===== src/sv/srrip_pkg.sv =====
`timescale 1ns / 1ps
package srrip_pkg;
    localparam int unsigned CMD_W   = 1;
    localparam int unsigned SET_W   = 11;
    localparam int unsigned WAY_W   = 4;
    localparam int unsigned PC_W    = 14;
    localparam int unsigned ADDR_W  = 16;
    localparam int unsigned RUN_W   = 3;
    localparam int unsigned RRPV_W  = 2;
    localparam int unsigned CTR_W   = 2;

    localparam logic [CMD_W-1:0] CMD_VICTIM = 1'b0;
    localparam logic [CMD_W-1:0] CMD_UPDATE = 1'b1;

    localparam logic [RRPV_W-1:0] RRPV_NEAR    = 2'd0;
    localparam logic [RRPV_W-1:0] RRPV_LONG    = 2'd2;
    localparam logic [RRPV_W-1:0] RRPV_DISTANT = 2'd3;
    localparam logic [CTR_W-1:0]  CTR_MAX      = 2'd3;

    typedef struct packed {
        logic [CMD_W-1:0]  command;
        logic [SET_W-1:0]  set_index;
        logic [WAY_W-1:0]  way_index;
        logic [PC_W-1:0]   pc_low;
        logic [ADDR_W-1:0] addr_lsbs;
        logic              was_hit;
    } t_req;

    typedef enum logic [1:0] {
        ST_CLEAR,
        ST_IDLE,
        ST_EXEC,
        ST_DECAY
    } t_state;
endpackage


===== src/sv/srrip_if.sv =====
`timescale 1ns / 1ps
interface srrip_req_if;
    logic                                 valid;
    logic                                 ready;
    logic [srrip_pkg::CMD_W-1:0]          command;
    logic [srrip_pkg::SET_W-1:0]          set_index;
    logic [srrip_pkg::WAY_W-1:0]          way_index;
    logic [srrip_pkg::PC_W-1:0]           pc_low;
    logic [srrip_pkg::ADDR_W-1:0]         addr_lsbs;
    logic                                 was_hit;
    modport source (output valid, command, set_index, way_index, pc_low, addr_lsbs, was_hit,
                    input ready);
    modport sink   (input valid, command, set_index, way_index, pc_low, addr_lsbs, was_hit,
                    output ready);
endinterface



===== src/sv/srrip_front.sv =====
`timescale 1ns / 1ps
// two-entry word queue between port and engine
module srrip_front (
    input  logic               i_clk,
    input  logic               i_rst_n,
    srrip_req_if.sink          i_req,
    output logic               o_valid,
    output srrip_pkg::t_req    o_req,
    input  logic               i_pop
);
    srrip_pkg::t_req r_q [2];
    logic            r_wp;
    logic            r_rp;
    logic [1:0]      r_cnt;
    logic            w_push;
    logic            w_pop;

    assign i_req.ready = (r_cnt != 2'd2);
    assign w_push      = i_req.valid && i_req.ready;
    assign o_valid     = (r_cnt != 2'd0);
    assign w_pop       = i_pop && o_valid;
    assign o_req       = r_q[r_rp];

    always_ff @(posedge i_clk) begin
        if (w_push) begin
            r_q[r_wp] <= '{command: i_req.command, set_index: i_req.set_index,
                          way_index: i_req.way_index, pc_low: i_req.pc_low,
                          addr_lsbs: i_req.addr_lsbs, was_hit: i_req.was_hit};
        end
        if (!i_rst_n) begin
            r_wp  <= 1'b0;
            r_rp  <= 1'b0;
            r_cnt <= 2'd0;
        end else begin
            if (w_push) r_wp <= ~r_wp;
            if (w_pop)  r_rp <= ~r_rp;
            r_cnt <= r_cnt + {1'b0, w_push} - {1'b0, w_pop};
        end
    end
endmodule


===== src/flat_wrapper.sv =====
// flat-port wrapper written by rule: the top's interface ports become plain ports
module srrip_front_flat 
  (i_clk, i_rst_n, o_valid, o_req, i_pop, i_req_valid, i_req_command, i_req_set_index, i_req_way_index, i_req_pc_low, i_req_addr_lsbs, i_req_was_hit, i_req_ready);
  srrip_req_if i_req_i ();
  input  logic i_clk;
  input  logic i_rst_n;
  output logic o_valid;
  output srrip_pkg::t_req o_req;
  input  logic i_pop;
  input wire logic [$bits(i_req_i.valid)-1:0] i_req_valid;
  input wire logic [$bits(i_req_i.command)-1:0] i_req_command;
  input wire logic [$bits(i_req_i.set_index)-1:0] i_req_set_index;
  input wire logic [$bits(i_req_i.way_index)-1:0] i_req_way_index;
  input wire logic [$bits(i_req_i.pc_low)-1:0] i_req_pc_low;
  input wire logic [$bits(i_req_i.addr_lsbs)-1:0] i_req_addr_lsbs;
  input wire logic [$bits(i_req_i.was_hit)-1:0] i_req_was_hit;
  output wire logic [$bits(i_req_i.ready)-1:0] i_req_ready;
  assign i_req_i.valid = i_req_valid;
  assign i_req_i.command = i_req_command;
  assign i_req_i.set_index = i_req_set_index;
  assign i_req_i.way_index = i_req_way_index;
  assign i_req_i.pc_low = i_req_pc_low;
  assign i_req_i.addr_lsbs = i_req_addr_lsbs;
  assign i_req_i.was_hit = i_req_was_hit;
  assign i_req_ready = i_req_i.ready;
  srrip_front u_core (.i_clk(i_clk), .i_rst_n(i_rst_n), .i_req(i_req_i), .o_valid(o_valid), .o_req(o_req), .i_pop(i_pop));
endmodule

===== config.mk =====
export PLATFORM = sky130hd
export DESIGN_NAME = srrip_front_flat
export DESIGN_NICKNAME = d
export VERILOG_FILES = /design/src/sv/srrip_pkg.sv /design/src/sv/srrip_if.sv /design/src/sv/srrip_front.sv /design/src/flat_wrapper.sv
export SDC_FILE = /design/constraint.sdc
export NUM_CORES = 1
export LEC_CHECK = 0
export ABC_AREA = 1
export ABC_CLOCK_PERIOD_IN_PS = 4720
export BUFFER_PORTS_ARGS = -buffer_cell sky130_fd_sc_hd__buf_2
export CORE_ASPECT_RATIO = 1.2
export CORE_MARGIN = 1.5
export CORE_UTILIZATION = 56
export DETAILED_ROUTE_END_ITERATION = 8
export PLACE_DENSITY = 0.84
export RECOVER_POWER = 100
export SLEW_MARGIN = 20
export SYNTH_ARGS = -nofsm -noshare
export SYNTH_HDL_FRONTEND = slang
export SYNTH_SLANG_ARGS = --single-unit

===== constraint.sdc =====
create_clock -name i_clk -period 4.72 [get_ports i_clk]
set_input_delay 0.944 -clock i_clk [delete_from_list [all_inputs] [get_ports i_clk]]
set_output_delay 0.944 -clock i_clk [all_outputs]
set_load 0.01 [all_outputs]

Yosys cells after proc, flatten, opt, wreduce, memory -nomap -nowiden. Memory sizes are Yosys's and may differ from the RTL's. A register that Yosys moved wholly into a read port is not among the register bits. Index checks and enable logic that the tools add are counted.

Bits in latches: 0. Bits of input ports: 51. Memory bits (writable): 94. Flip-flop bits (word level): 4. Bits in read-only memories: 0. Logic and storage cells: 16. Memories kept: 1.

$mul: 0. Equal/unequal tests: 1. Reductions and logical operators: 3. Magnitude comparators: 0. Shifts and indexed selects: 0. Add/sub/neg operators: 2. Bitwise logic cells: 2. Multiplexer cells: 4. Div/mod/pow operators: 0.

Memory list: u_core.r_q (depth 2, bits a word 47, read ports 1, clocked after memory_dff 1, write ports 1, RTL line srrip_front.sv:11) `srrip_pkg::t_req r_q [2];`.

Operators with widths (number): $mux W1 (4); $add A2 B1 Y2 (1); $logic_and A1 B1 Y1 (2); $ne A2 B2 Y1 const B (1); $not A1 Y1 (2); $reduce_bool A2 Y1 (1); $sub A2 B1 Y2 (1).

Depth between registers and ports, before layout. Gate-level depths: netlist of run 1.

Depth in word-level cells: 4. Depth in mapped cells: 10.

Worst setup path after synthesis of run 1. Ideal clock, no wire load.

Kind: input to register. Start: input i_req_valid. End: memory u_core.r_q[0][0] in the netlist's numbering, enable pin. Slack: 1.283 ns. Stages: 2. Data arrival time: 2.985 ns. Data required time: 4.269 ns. Path through: nand2_1 > nor2_1.

Cells in the longest elaborated chain, start to end: 3.

RTL lines: from (decl) (RTL line flat_wrapper.sv:10) `input wire logic [$bits(i_req_i.valid)-1:0] i_req_valid;`; $logic_and A1 B1 Y1 (RTL line srrip_front.sv:19) `assign w_push = i_req.valid && i_req.ready;`; $mux W1 (RTL line srrip_front.sv:25) `if (w_push) begin`; $mux W1 (implied by the code) (RTL line srrip_front.sv:26) `r_q[r_wp] <= '{command: i_req.command, set_index: i_req.set_index,`; to (decl) (RTL line srrip_front.sv:11).

Every way passes these cells.

==> out/metrics.yaml, run 1 <==
path_class: "reg -> out"
first_global_vias: 1923
required_ns: 3.78
nature_of_the_critical_path_startpoint: "flip-flop"
largest_family_of_logic_cells_by_synthesized_area: "multiplexers"
synth.top_cells.by_count: "sky130_fd_sc_hd__edfxtp_1, sky130_fd_sc_hd__mux2_4, sky130_fd_sc_hd__mux2_2, sky130_fd_sc_hd__inv_1, sky130_fd_sc_hd__nand2_1"
vias_per_cell: 5.06
post-place-cells: 365
detail-route-antenna-nets: 0
final-instance-count-excl-fill: 381
final_max_slew_viol_count: 73
synth_seq_area_share_pct: 77.7
routabilityCongestion: 0.728
maximum_number_of_pins_on_one_net_before_global_route_repair: 48
outcome: "finished with violations"
synth-edff-count: 94
dieWidth_um: 77.8
post-synth-top-count-cell: "sky130_fd_sc_hd__edfxtp_1"
synth_ff_type: "sky130_fd_sc_hd__edfxtp_1"
route.vias.total: 1927
crit_chain: "clkbuf_2 > mux2_1 > buf_2"
power.internal_mw: 1.59
dpl_worst_slack_ns: 1.95
synth_seq_cells: 99
maxCapViolations: 2
globalRoute.totalOverflow: 0
layout.cell_area.non_filler_um2: 4350
synth_fa_ha_area_share_pct: 0.665
tns_ns: 0
grt_use_total_pct: 17.2
leakage_nw: 1.59
postCtsResizedCells: 0
row_count: 32
skew_ns: 0.00631
dp_hpwl_um: 3990
grt_antenna_before_repair: 0
worst_setup_path_end_kind: "output port"
post_synth_and_or_nand_nor_area_fraction_pct: 2.10
timing.final.ws_setup_ns: 1.15
power.share.clock_pct: 22.5
wl_per_cell_um: 16.0
critical_path.n_buffers_inverters: 2
synth.top_cell.area_share_pct: 75.0
remaining_drc_errors: 0
clock_sinks: 99
postSynthAreaPerCell_um2: 20.4
power_per_cell_area_nw_per_um2: 506
critical-path-top-delay-family: "flip-flops"
fmax_mhz: 280
area_growth_syn_to_layout_pct: 15.7
drt-pass1-iter-count: 5
ios: 100
synth_compound_gate_area_share_pct: 0.266
clock_path_buffers: 2
power.combinational.fraction_pct: 23.7
max_slew.worst_pin.slew_ns: 2.07
min-delay-path-class: "reg -> reg"
cts_buffers: 9
cpPeakStageDelay_ns: 1.04
critical_path_peak_fanout: 25
die_height_um: 92.8
postCtsHoldBufs: 0
final_setup_violations: 0
top_usage_layer: "met2"
synth.net_count: 237
timing.final.crit_period_ns: 3.57
ctsHtreeMaxLevel: 3
library_cell_with_the_largest_summed_area_after_synthesis: "sky130_fd_sc_hd__edfxtp_1"
synthesis.area_um2: 3760
nets: 344
ys_warn_count: 0
clock_pin_slew_worst_setup_and_hold_paths_ns: 0.08
footprint_of_the_multi_input_gates_um2: 654
async_reset_ff_share_pct: 0
final.hold.worst_slack_ns: 0.527
post_synth_main_area_contributors: "sky130_fd_sc_hd__edfxtp_1, sky130_fd_sc_hd__mux2_4, sky130_fd_sc_hd__mux2_2, sky130_fd_sc_hd__dfxtp_1, sky130_fd_sc_hd__buf_6"
synthXorXnorAreaFrac_pct: 0
fin_crit_sh_pct: 75.7
groute.layer.met1.usage_pct: 19.3
tritoncts: "yes"
seq_power_share_pct: 53.8
swShare_pct: 27.9
post_cts.repair.setup_buffers: 0
timing.critical_path.slowest_stage_cell: "sky130_fd_sc_hd__dfxtp_1"
place.port_buffers: 99
drtIter0Drc: 98
worstSkewPairLatency_ns: 0.34
diodes: 0
use_met3_pct: 3.05
postSynthCellCount: 184
max-vdd-ir-drop_mv: 0.365
post_dp_cell_area_um2: 4340
worst_slew_margin_rel_pct: -38.4
violations: "capacitance limit, slew limit"
cts.root.buffer_cell: "sky130_fd_sc_hd__clkbuf_8"
power.switching_mw: 0.615
filler_cell_count: 503
wl_um: 6110
finalHoldViolations: 0
layout.area.seq_um2: 2920
yosys-mux-area-fraction_pct: 17.1
post_route_cells_drive_above_1_share_pct: 30.7
design.die.area_um2: 7220
initial_core_util_pct: 58.4
placeableCoreArea_um2: 6450
netlist-cell-type-count: 12
grt_setup_unrepaired: "false"
groute.layer.met2.usage_pct: 30.8
crit_arrival_ns: 2.63
grt_first_pass_wirelength_um: 8980
## metrics by stage
stage / utilization (%) / total power, mW
after global placement: 67.3 / 1.80
after floorplan: - / 1.62
final: 67.5 / 2.20
after detailed placement: 67.3 / 1.82
after global routing: 67.5 / 2.31
after CTS: 70.1 / 2.32
## cell usage in the layout (no fill, tap or decap), types with 2 or more instances in the layout
cell type / Yosys / layout
sky130_fd_sc_hd__edfxtp_1: 94 / 94
sky130_fd_sc_hd__nor2_1: 8 / 8
sky130_fd_sc_hd__nand2_1: 9 / 9
sky130_fd_sc_hd__clkbuf_8: 0 / 9
sky130_fd_sc_hd__mux2_1: 0 / 27
sky130_fd_sc_hd__dfxtp_1: 5 / 5
sky130_fd_sc_hd__buf_2: 1 / 56
sky130_fd_sc_hd__clkbuf_1: 0 / 43
sky130_fd_sc_hd__mux2_2: 17 / 17
sky130_fd_sc_hd__a21oi_1: 2 / 2
sky130_fd_sc_hd__mux2_4: 30 / 3
sky130_fd_sc_hd__clkinv_1: 0 / 3
sky130_fd_sc_hd__ha_1: 2 / 2
sky130_fd_sc_hd__inv_1: 9 / 9
sky130_fd_sc_hd__clkinv_2: 0 / 2
sky130_fd_sc_hd__nand3_1: 3 / 3
## cell families after synthesis
logic type	Yosys count
buffers and inverters	14
adders and majority gates	2
DFF	99
AOI/OAI and AO/OA	2
muxes	47
and+or+nand+nor	20
## power groups by stage
| stage | logic [mW] | registers, mW | clock network (mW) |
|---|---|---|---|
| floorplan | 0.444 | 1.17 | 0 |
| global placement | 0.597 | 1.20 | 0 |
| detailed placement | 0.613 | 1.21 | 0 |
| CTS | 0.616 | 1.19 | 0.509 |
| global route | 0.571 | 1.20 | 0.540 |
| finish | 0.522 | 1.18 | 0.495 |
## state kept, by name, summed over array words and instances (netlist names), named ones only
register / count
u_core.r_q: 94
u_core.r_rp: 1
u_core.r_wp: 1
u_core.r_cnt: 2
## path summary, 6_finish.rpt
kind,start,endpoint,slack [ns],cells after the start
max reg2reg,u_core.r_cnt[0],u_core.r_q[0][40],1.70,5
max,flip-flop,o_req[33],1.15,3
min reg2reg,u_core.r_wp,u_core.r_wp,0.53,2
min,u_core.r_wp,u_core.r_wp,0.53,2
## cell type report
cell class / count / area share, %
Tap cell: 85 / 2.44
Clock buffer: 9 / 2.84
Sequential cell: 99 / 67.1
Multi-Input combinational cell: 71 / 15.0
Timing Repair Buffer: 101 / 10.4
Clock inverter: 7 / 1.35
Inverter: 9 / 0.776
## worst register-to-register path, delay by kind of cell (launching register included)
kind                   cells  cell delay (ns)
buffers and inverters      2             0.61
DFF                        1             0.34
and+or+nand+nor            3             1.74
## layer usage
layer / vias up / share of wire [%] / routed length (µm)
met5: - / 0 / 0
met4: 0 / 1.7 / 106
li1: 912 / - / -
met1: 949 / 39 / 2400
met2: 57 / 55 / 3340
met3: 9 / 4.3 / 263
(Power assumes the default switching activity.)
==> inputs of run 2 (changes only) <==
--- a/config.mk
+++ b/config.mk
@@ -6,13 +6,13 @@
 export NUM_CORES = 1
 export LEC_CHECK = 0
 export ABC_AREA = 1
-export ABC_CLOCK_PERIOD_IN_PS = 4720
+export ABC_CLOCK_PERIOD_IN_PS = 3400
 export BUFFER_PORTS_ARGS = -buffer_cell sky130_fd_sc_hd__buf_2
 export CORE_ASPECT_RATIO = 1.2
 export CORE_MARGIN = 1.5
-export CORE_UTILIZATION = 56
+export CORE_UTILIZATION = 52
 export DETAILED_ROUTE_END_ITERATION = 8
-export PLACE_DENSITY = 0.84
+export PLACE_DENSITY = 0.79
 export RECOVER_POWER = 100
 export SLEW_MARGIN = 20
 export SYNTH_ARGS = -nofsm -noshare
==> constraint.sdc (replaced) <==
create_clock -name i_clk -period 3.4 [get_ports i_clk]
set_input_delay 0.68 -clock i_clk [delete_from_list [all_inputs] [get_ports i_clk]]
set_output_delay 0.68 -clock i_clk [all_outputs]
set_load 0.01 [all_outputs]
==> out/metrics.yaml, run 2 (same netlist as run 1, synthesis figures left out) <==
outcome: "finished, final reports clean"
grt_first_pass_wirelength_um: 8480
first_global_vias: 1843
diodes: 0
tns_ns: 0
fin_crit_sh_pct: 77.5
mostFrequentLayoutCells: "sky130_fd_sc_hd__edfxtp_1, sky130_fd_sc_hd__buf_2, sky130_fd_sc_hd__clkbuf_1"
place.port_buffers: 99
reg2reg_to: "u_core.r_q[0][46]"
wl_um: 5810
drt-pass1-iter-count: 4
top_regs: "u_core.r_q: 94 flops, u_core.r_cnt: 2 flops"
clock_path_buffers: 2
ctsHtreeMaxLevel: 3
nets: 348
grt_setup_unrepaired: "false"
worstSkewPairLatency_ns: 0.34
groute.layer.met2.usage_pct: 26.7
cts.root.buffer_cell: "sky130_fd_sc_hd__clkbuf_8"
regToRegStartpoint: "u_core.r_cnt[0]"
max-vdd-ir-drop_mv: 0.613
final_setup_violations: 0
maximum_number_of_pins_on_one_net_before_global_route_repair: 26
detail-route-antenna-nets: 0
postCtsHoldBufs: 0
final.hold.worst_slack_ns: 0.519
path_class: "reg -> reg"
timing.final.ws_setup_ns: 0.766
globalRoute.totalOverflow: 0
ios: 100
routabilityCongestion: 0.631
crit_arrival_ns: 2.59
leakage_nw: 1.62
clock_pin_slew_worst_setup_and_hold_paths_ns: 0.09
worst_slew_margin_rel_pct: 14.3
worst_setup_path_end_kind: "flip-flop"
finalHoldViolations: 0
finish.utilization_pct: 63.7
row_count: 33
nature_of_the_critical_path_startpoint: "flip-flop"
dpl_worst_slack_ns: 1.31
groute.layer.met1.usage_pct: 17.3
max_slew.worst_pin.slew_ns: 1.29
critical_path_peak_fanout: 25
required_ns: 3.36
post_cts.repair.setup_buffers: 0
route.vias.total: 1888
power_per_cell_area_nw_per_um2: 713
holdPathStages: 1
clock_sinks: 99
rrSetupSlack_ns: 0.77
wl_per_cell_um: 15.0
top_usage_layer: "met2"
dieWidth_um: 80.7
skew_ns: 0.0129
remaining_drc_errors: 0
grt_antenna_before_repair: 0
post-place-cells: 371
commonest_non_fill_non_tap_cell_in_the_layout: "sky130_fd_sc_hd__edfxtp_1"
design.die.area_um2: 7760
timing.critical_path.from: "u_core.r_cnt[0]"
fmax_mhz: 380
maxCapViolations: 0
vias_per_cell: 4.88
postCtsResizedCells: 0
r2r.worst_path.cells: 5
post_route_cells_drive_above_1_share_pct: 31.3
dp_hpwl_um: 4150
die_height_um: 96.2
use_met3_pct: 4.83
final-instance-count-excl-fill: 387
cts_buffers: 9
placeableCoreArea_um2: 6940
timing.final.crit_period_ns: 2.63
min-delay-path-class: "in -> reg"
area_growth_syn_to_layout_pct: 17.5
drtIter0Drc: 115
grt_use_total_pct: 15.4
largest_register_ffs: 94
initial_core_util_pct: 54.2
tritoncts: "yes"
filler_cell_count: 536
final_max_slew_viol_count: 0
critical_path.endpoint: "u_core.r_q[0][46]"
largest_register: "u_core.r_q"
[run 2: worst min-delay path by stage]
stage | slack [ns] | start | endpoint
detailed placement | 0.51 | u_core.r_rp | u_core.r_rp
global placement | 0.49 | u_core.r_rp | u_core.r_rp
global route | 0.49 | i_req_way_index[2] | u_core.r_q[0][33]
floorplan | 0.47 | u_core.r_rp | flip-flop
finish | 0.52 | i_req_addr_lsbs[5] | u_core.r_q[0][6]
CTS | 0.50 | i_req_addr_lsbs[5] | u_core.r_q[0][6]
[run 2: layer usage]
layer  part of all wire, %  vias to the layer above
li1                      -                      917
met1                    40                      904
met2                    53                       61
met3                   5.2                        6
met4                   1.3                        0
met5                     0                        -
[run 2: critical path, cell delays in order (launching register included)]
cell	delay, ns
sky130_fd_sc_hd__dfxtp_1	0.35
sky130_fd_sc_hd__inv_1	0.08
sky130_fd_sc_hd__nand2_1	0.12
sky130_fd_sc_hd__nand2_1	0.11
sky130_fd_sc_hd__nor2_4	0.56
sky130_fd_sc_hd__clkbuf_1	1.01
[run 2: final cells by class]
type	count	area [µm²]	area share, %
Tap cell	87	109	2.46
Timing Repair Buffer	105	474	10.7
Clock inverter	6	87.6	1.98
Clock buffer	10	128	2.89
Sequential cell	99	2920	66.1
Multi-Input combinational cell	71	666	15.1
Inverter	9	33.8	0.764
[run 2: report_power, final]
part | switching [mW] | internal [mW] | leakage [nW]
combinational | 0.430 | 0.319 | 0.590
sequential | 0.0613 | 1.56 | 0.919
clock | 0.365 | 0.417 | 0.111
total | 0.856 | 2.30 | 1.62
[run 2: stage by stage]
step / area [µm²] / power (mW)
finish: 4420 / 3.15
global route: 4420 / 3.32
CTS: 4600 / 3.33
detailed placement: 4380 / 2.55
global placement: 4380 / 2.52
floorplan: 3760 / 2.25
==> inputs of run 3 (changes only) <==
--- a/config.mk
+++ b/config.mk
@@ -6,7 +6,7 @@
 export NUM_CORES = 1
 export LEC_CHECK = 0
 export ABC_AREA = 1
-export ABC_CLOCK_PERIOD_IN_PS = 3400
+export ABC_CLOCK_PERIOD_IN_PS = 2700
 export BUFFER_PORTS_ARGS = -buffer_cell sky130_fd_sc_hd__buf_2
 export CORE_ASPECT_RATIO = 1.2
 export CORE_MARGIN = 1.5
==> constraint.sdc (replaced) <==
create_clock -name i_clk -period 2.7 [get_ports i_clk]
set_input_delay 0.54 -clock i_clk [delete_from_list [all_inputs] [get_ports i_clk]]
set_output_delay 0.54 -clock i_clk [all_outputs]
set_load 0.01 [all_outputs]
==> out/metrics.yaml, run 3 (same netlist as run 1, synthesis figures left out) <==
outcome: "finished, final reports clean"
worst_setup_path_end_kind: "output port"
timing.final.ws_setup_ns: 0.502
dp_hpwl_um: 4080
tns_ns: 0
first_global_vias: 1918
finish.utilization_pct: 63.7
area_growth_syn_to_layout_pct: 17.5
postCtsHoldBufs: 0
regToRegStartpoint: "u_core.r_cnt[0]"
met3WireLength_um: 370
max-vdd-ir-drop_mv: 0.497
clock_pin_slew_worst_setup_and_hold_paths_ns: 0.09
globalRoute.totalOverflow: 0
critical_path_peak_fanout: 20
path_class: "reg -> out"
maximum_number_of_pins_on_one_net_before_global_route_repair: 28
fin_crit_sh_pct: 81.4
grt_use_total_pct: 15.7
diodes: 0
fin_total_pwr_mw: 3.91
post-place-cells: 369
layout.area.seq_um2: 2920
postCtsResizedCells: 0
worstSkewPairLatency_ns: 0.35
row_count: 33
drtIter0Drc: 110
final.hold.worst_slack_ns: 0.369
vias_per_cell: 5.00
crit_arrival_ns: 1.66
fmax_mhz: 455
largest_register_ffs: 94
drt-pass1-iter-count: 4
finalHoldViolations: 0
commonest_non_fill_non_tap_cell_in_the_layout: "sky130_fd_sc_hd__edfxtp_1"
initial_core_util_pct: 54.2
max_slew.worst_pin.slew_ns: 1.12
reg2reg_to: "u_core.r_q[0][46]"
grt_setup_unrepaired: "false"
worst_slew_margin_rel_pct: 25.1
maxCapViolations: 0
r2r.worst_path.cells: 5
leakage_nw: 1.62
wl_um: 6000
tritoncts: "yes"
placeableCoreArea_um2: 6940
skew_ns: 0.0106
top_sig_layer: "met4"
top_regs: "u_core.r_q: 94 flops, u_core.r_cnt: 2 flops"
ctsHtreeMaxLevel: 3
clock_path_buffers: 2
dieWidth_um: 80.7
detail-route-antenna-nets: 0
dpl_worst_slack_ns: 0.804
mostFrequentLayoutCells: "sky130_fd_sc_hd__edfxtp_1, sky130_fd_sc_hd__buf_2, sky130_fd_sc_hd__clkbuf_1"
final-instance-count-excl-fill: 385
ios: 100
rrSetupSlack_ns: 0.63
largest_register: "u_core.r_q"
routabilityCongestion: 0.747
final_setup_violations: 0
die_height_um: 96.2
cts.root.buffer_cell: "sky130_fd_sc_hd__clkbuf_8"
final_max_slew_viol_count: 0
timing.final.crit_period_ns: 2.20
min-delay-path-class: "in -> reg"
post_dp_cell_area_um2: 4380
grt_first_pass_wirelength_um: 8570
design.die.area_um2: 7760
nets: 346
filler_cell_count: 545
wl_per_cell_um: 15.6
clock_sinks: 99
detailroute.wirelength.met2_um: 3180
power_per_cell_area_nw_per_um2: 885
required_ns: 2.16
place.port_buffers: 99
nature_of_the_critical_path_startpoint: "flip-flop"
remaining_drc_errors: 0
cts_buffers: 9
route.vias.total: 1925
layout.cell_area.non_filler_um2: 4420
met1_length_um: 2330
post_route_cells_drive_above_1_share_pct: 33.9
post_cts.repair.setup_buffers: 0
grt_antenna_before_repair: 0
footprint_of_the_multi_input_gates_um2: 653
critical_path.endpoint: "o_req[4]"
[run 3: changes by cell type in the layout (fill, tap and decap cells not counted), sizes merged]
cell	delta
clkbuf	-10
buf	+7
bufinv	-1
clkinvlp	+2
[run 3: how the worst min path moves through the flow]
stage                                   start                end  slack (ns)  cells after the start
after floorplan                   u_core.r_rp          flip-flop        0.47                      2
after detailed placement          u_core.r_rp        u_core.r_rp        0.51                      2
after global placement            u_core.r_rp        u_core.r_rp        0.49                      2
after CTS                 i_req_addr_lsbs[10]  u_core.r_q[1][11]        0.35                      1
after global routing       i_req_addr_lsbs[9]  u_core.r_q[1][10]        0.34                      1
final                     i_req_addr_lsbs[10]  u_core.r_q[1][11]        0.37                      1
[run 3: layout make-up]
| class | instances | share of cell area (%) |
|---|---|---|
| multi-input cells | 71 | 14.8 |
| inverters | 9 | 0.764 |
| well taps | 87 | 2.46 |
| flip-flops and latches | 99 | 66.1 |
| clock inverters | 7 | 1.70 |
| repair buffers | 103 | 11.4 |
| clock buffers | 9 | 2.80 |
[run 3: critical path, stage by stage (launching register included)]
cell,delay (ns)
sky130_fd_sc_hd__dfxtp_1,0.34
sky130_fd_sc_hd__clkbuf_2,0.43
sky130_fd_sc_hd__mux2_2,0.39
sky130_fd_sc_hd__clkbuf_1,0.15
[run 3: report_power, final]
part	leakage (nW)	total [mW]	internal (mW)	switching [mW]
Clock	0.0939	0.919	0.433	0.486
Combinational	0.609	0.969	0.409	0.560
Sequential	0.919	2.02	1.96	0.0599
Total	1.62	3.91	2.80	1.11
[run 3: per-layer routing]
metal	global-route usage [%]	vias up
met5	0	-
met4	7.18	0
met3	6.35	10
met2	27.0	62
met1	16.7	938
li1	-	915
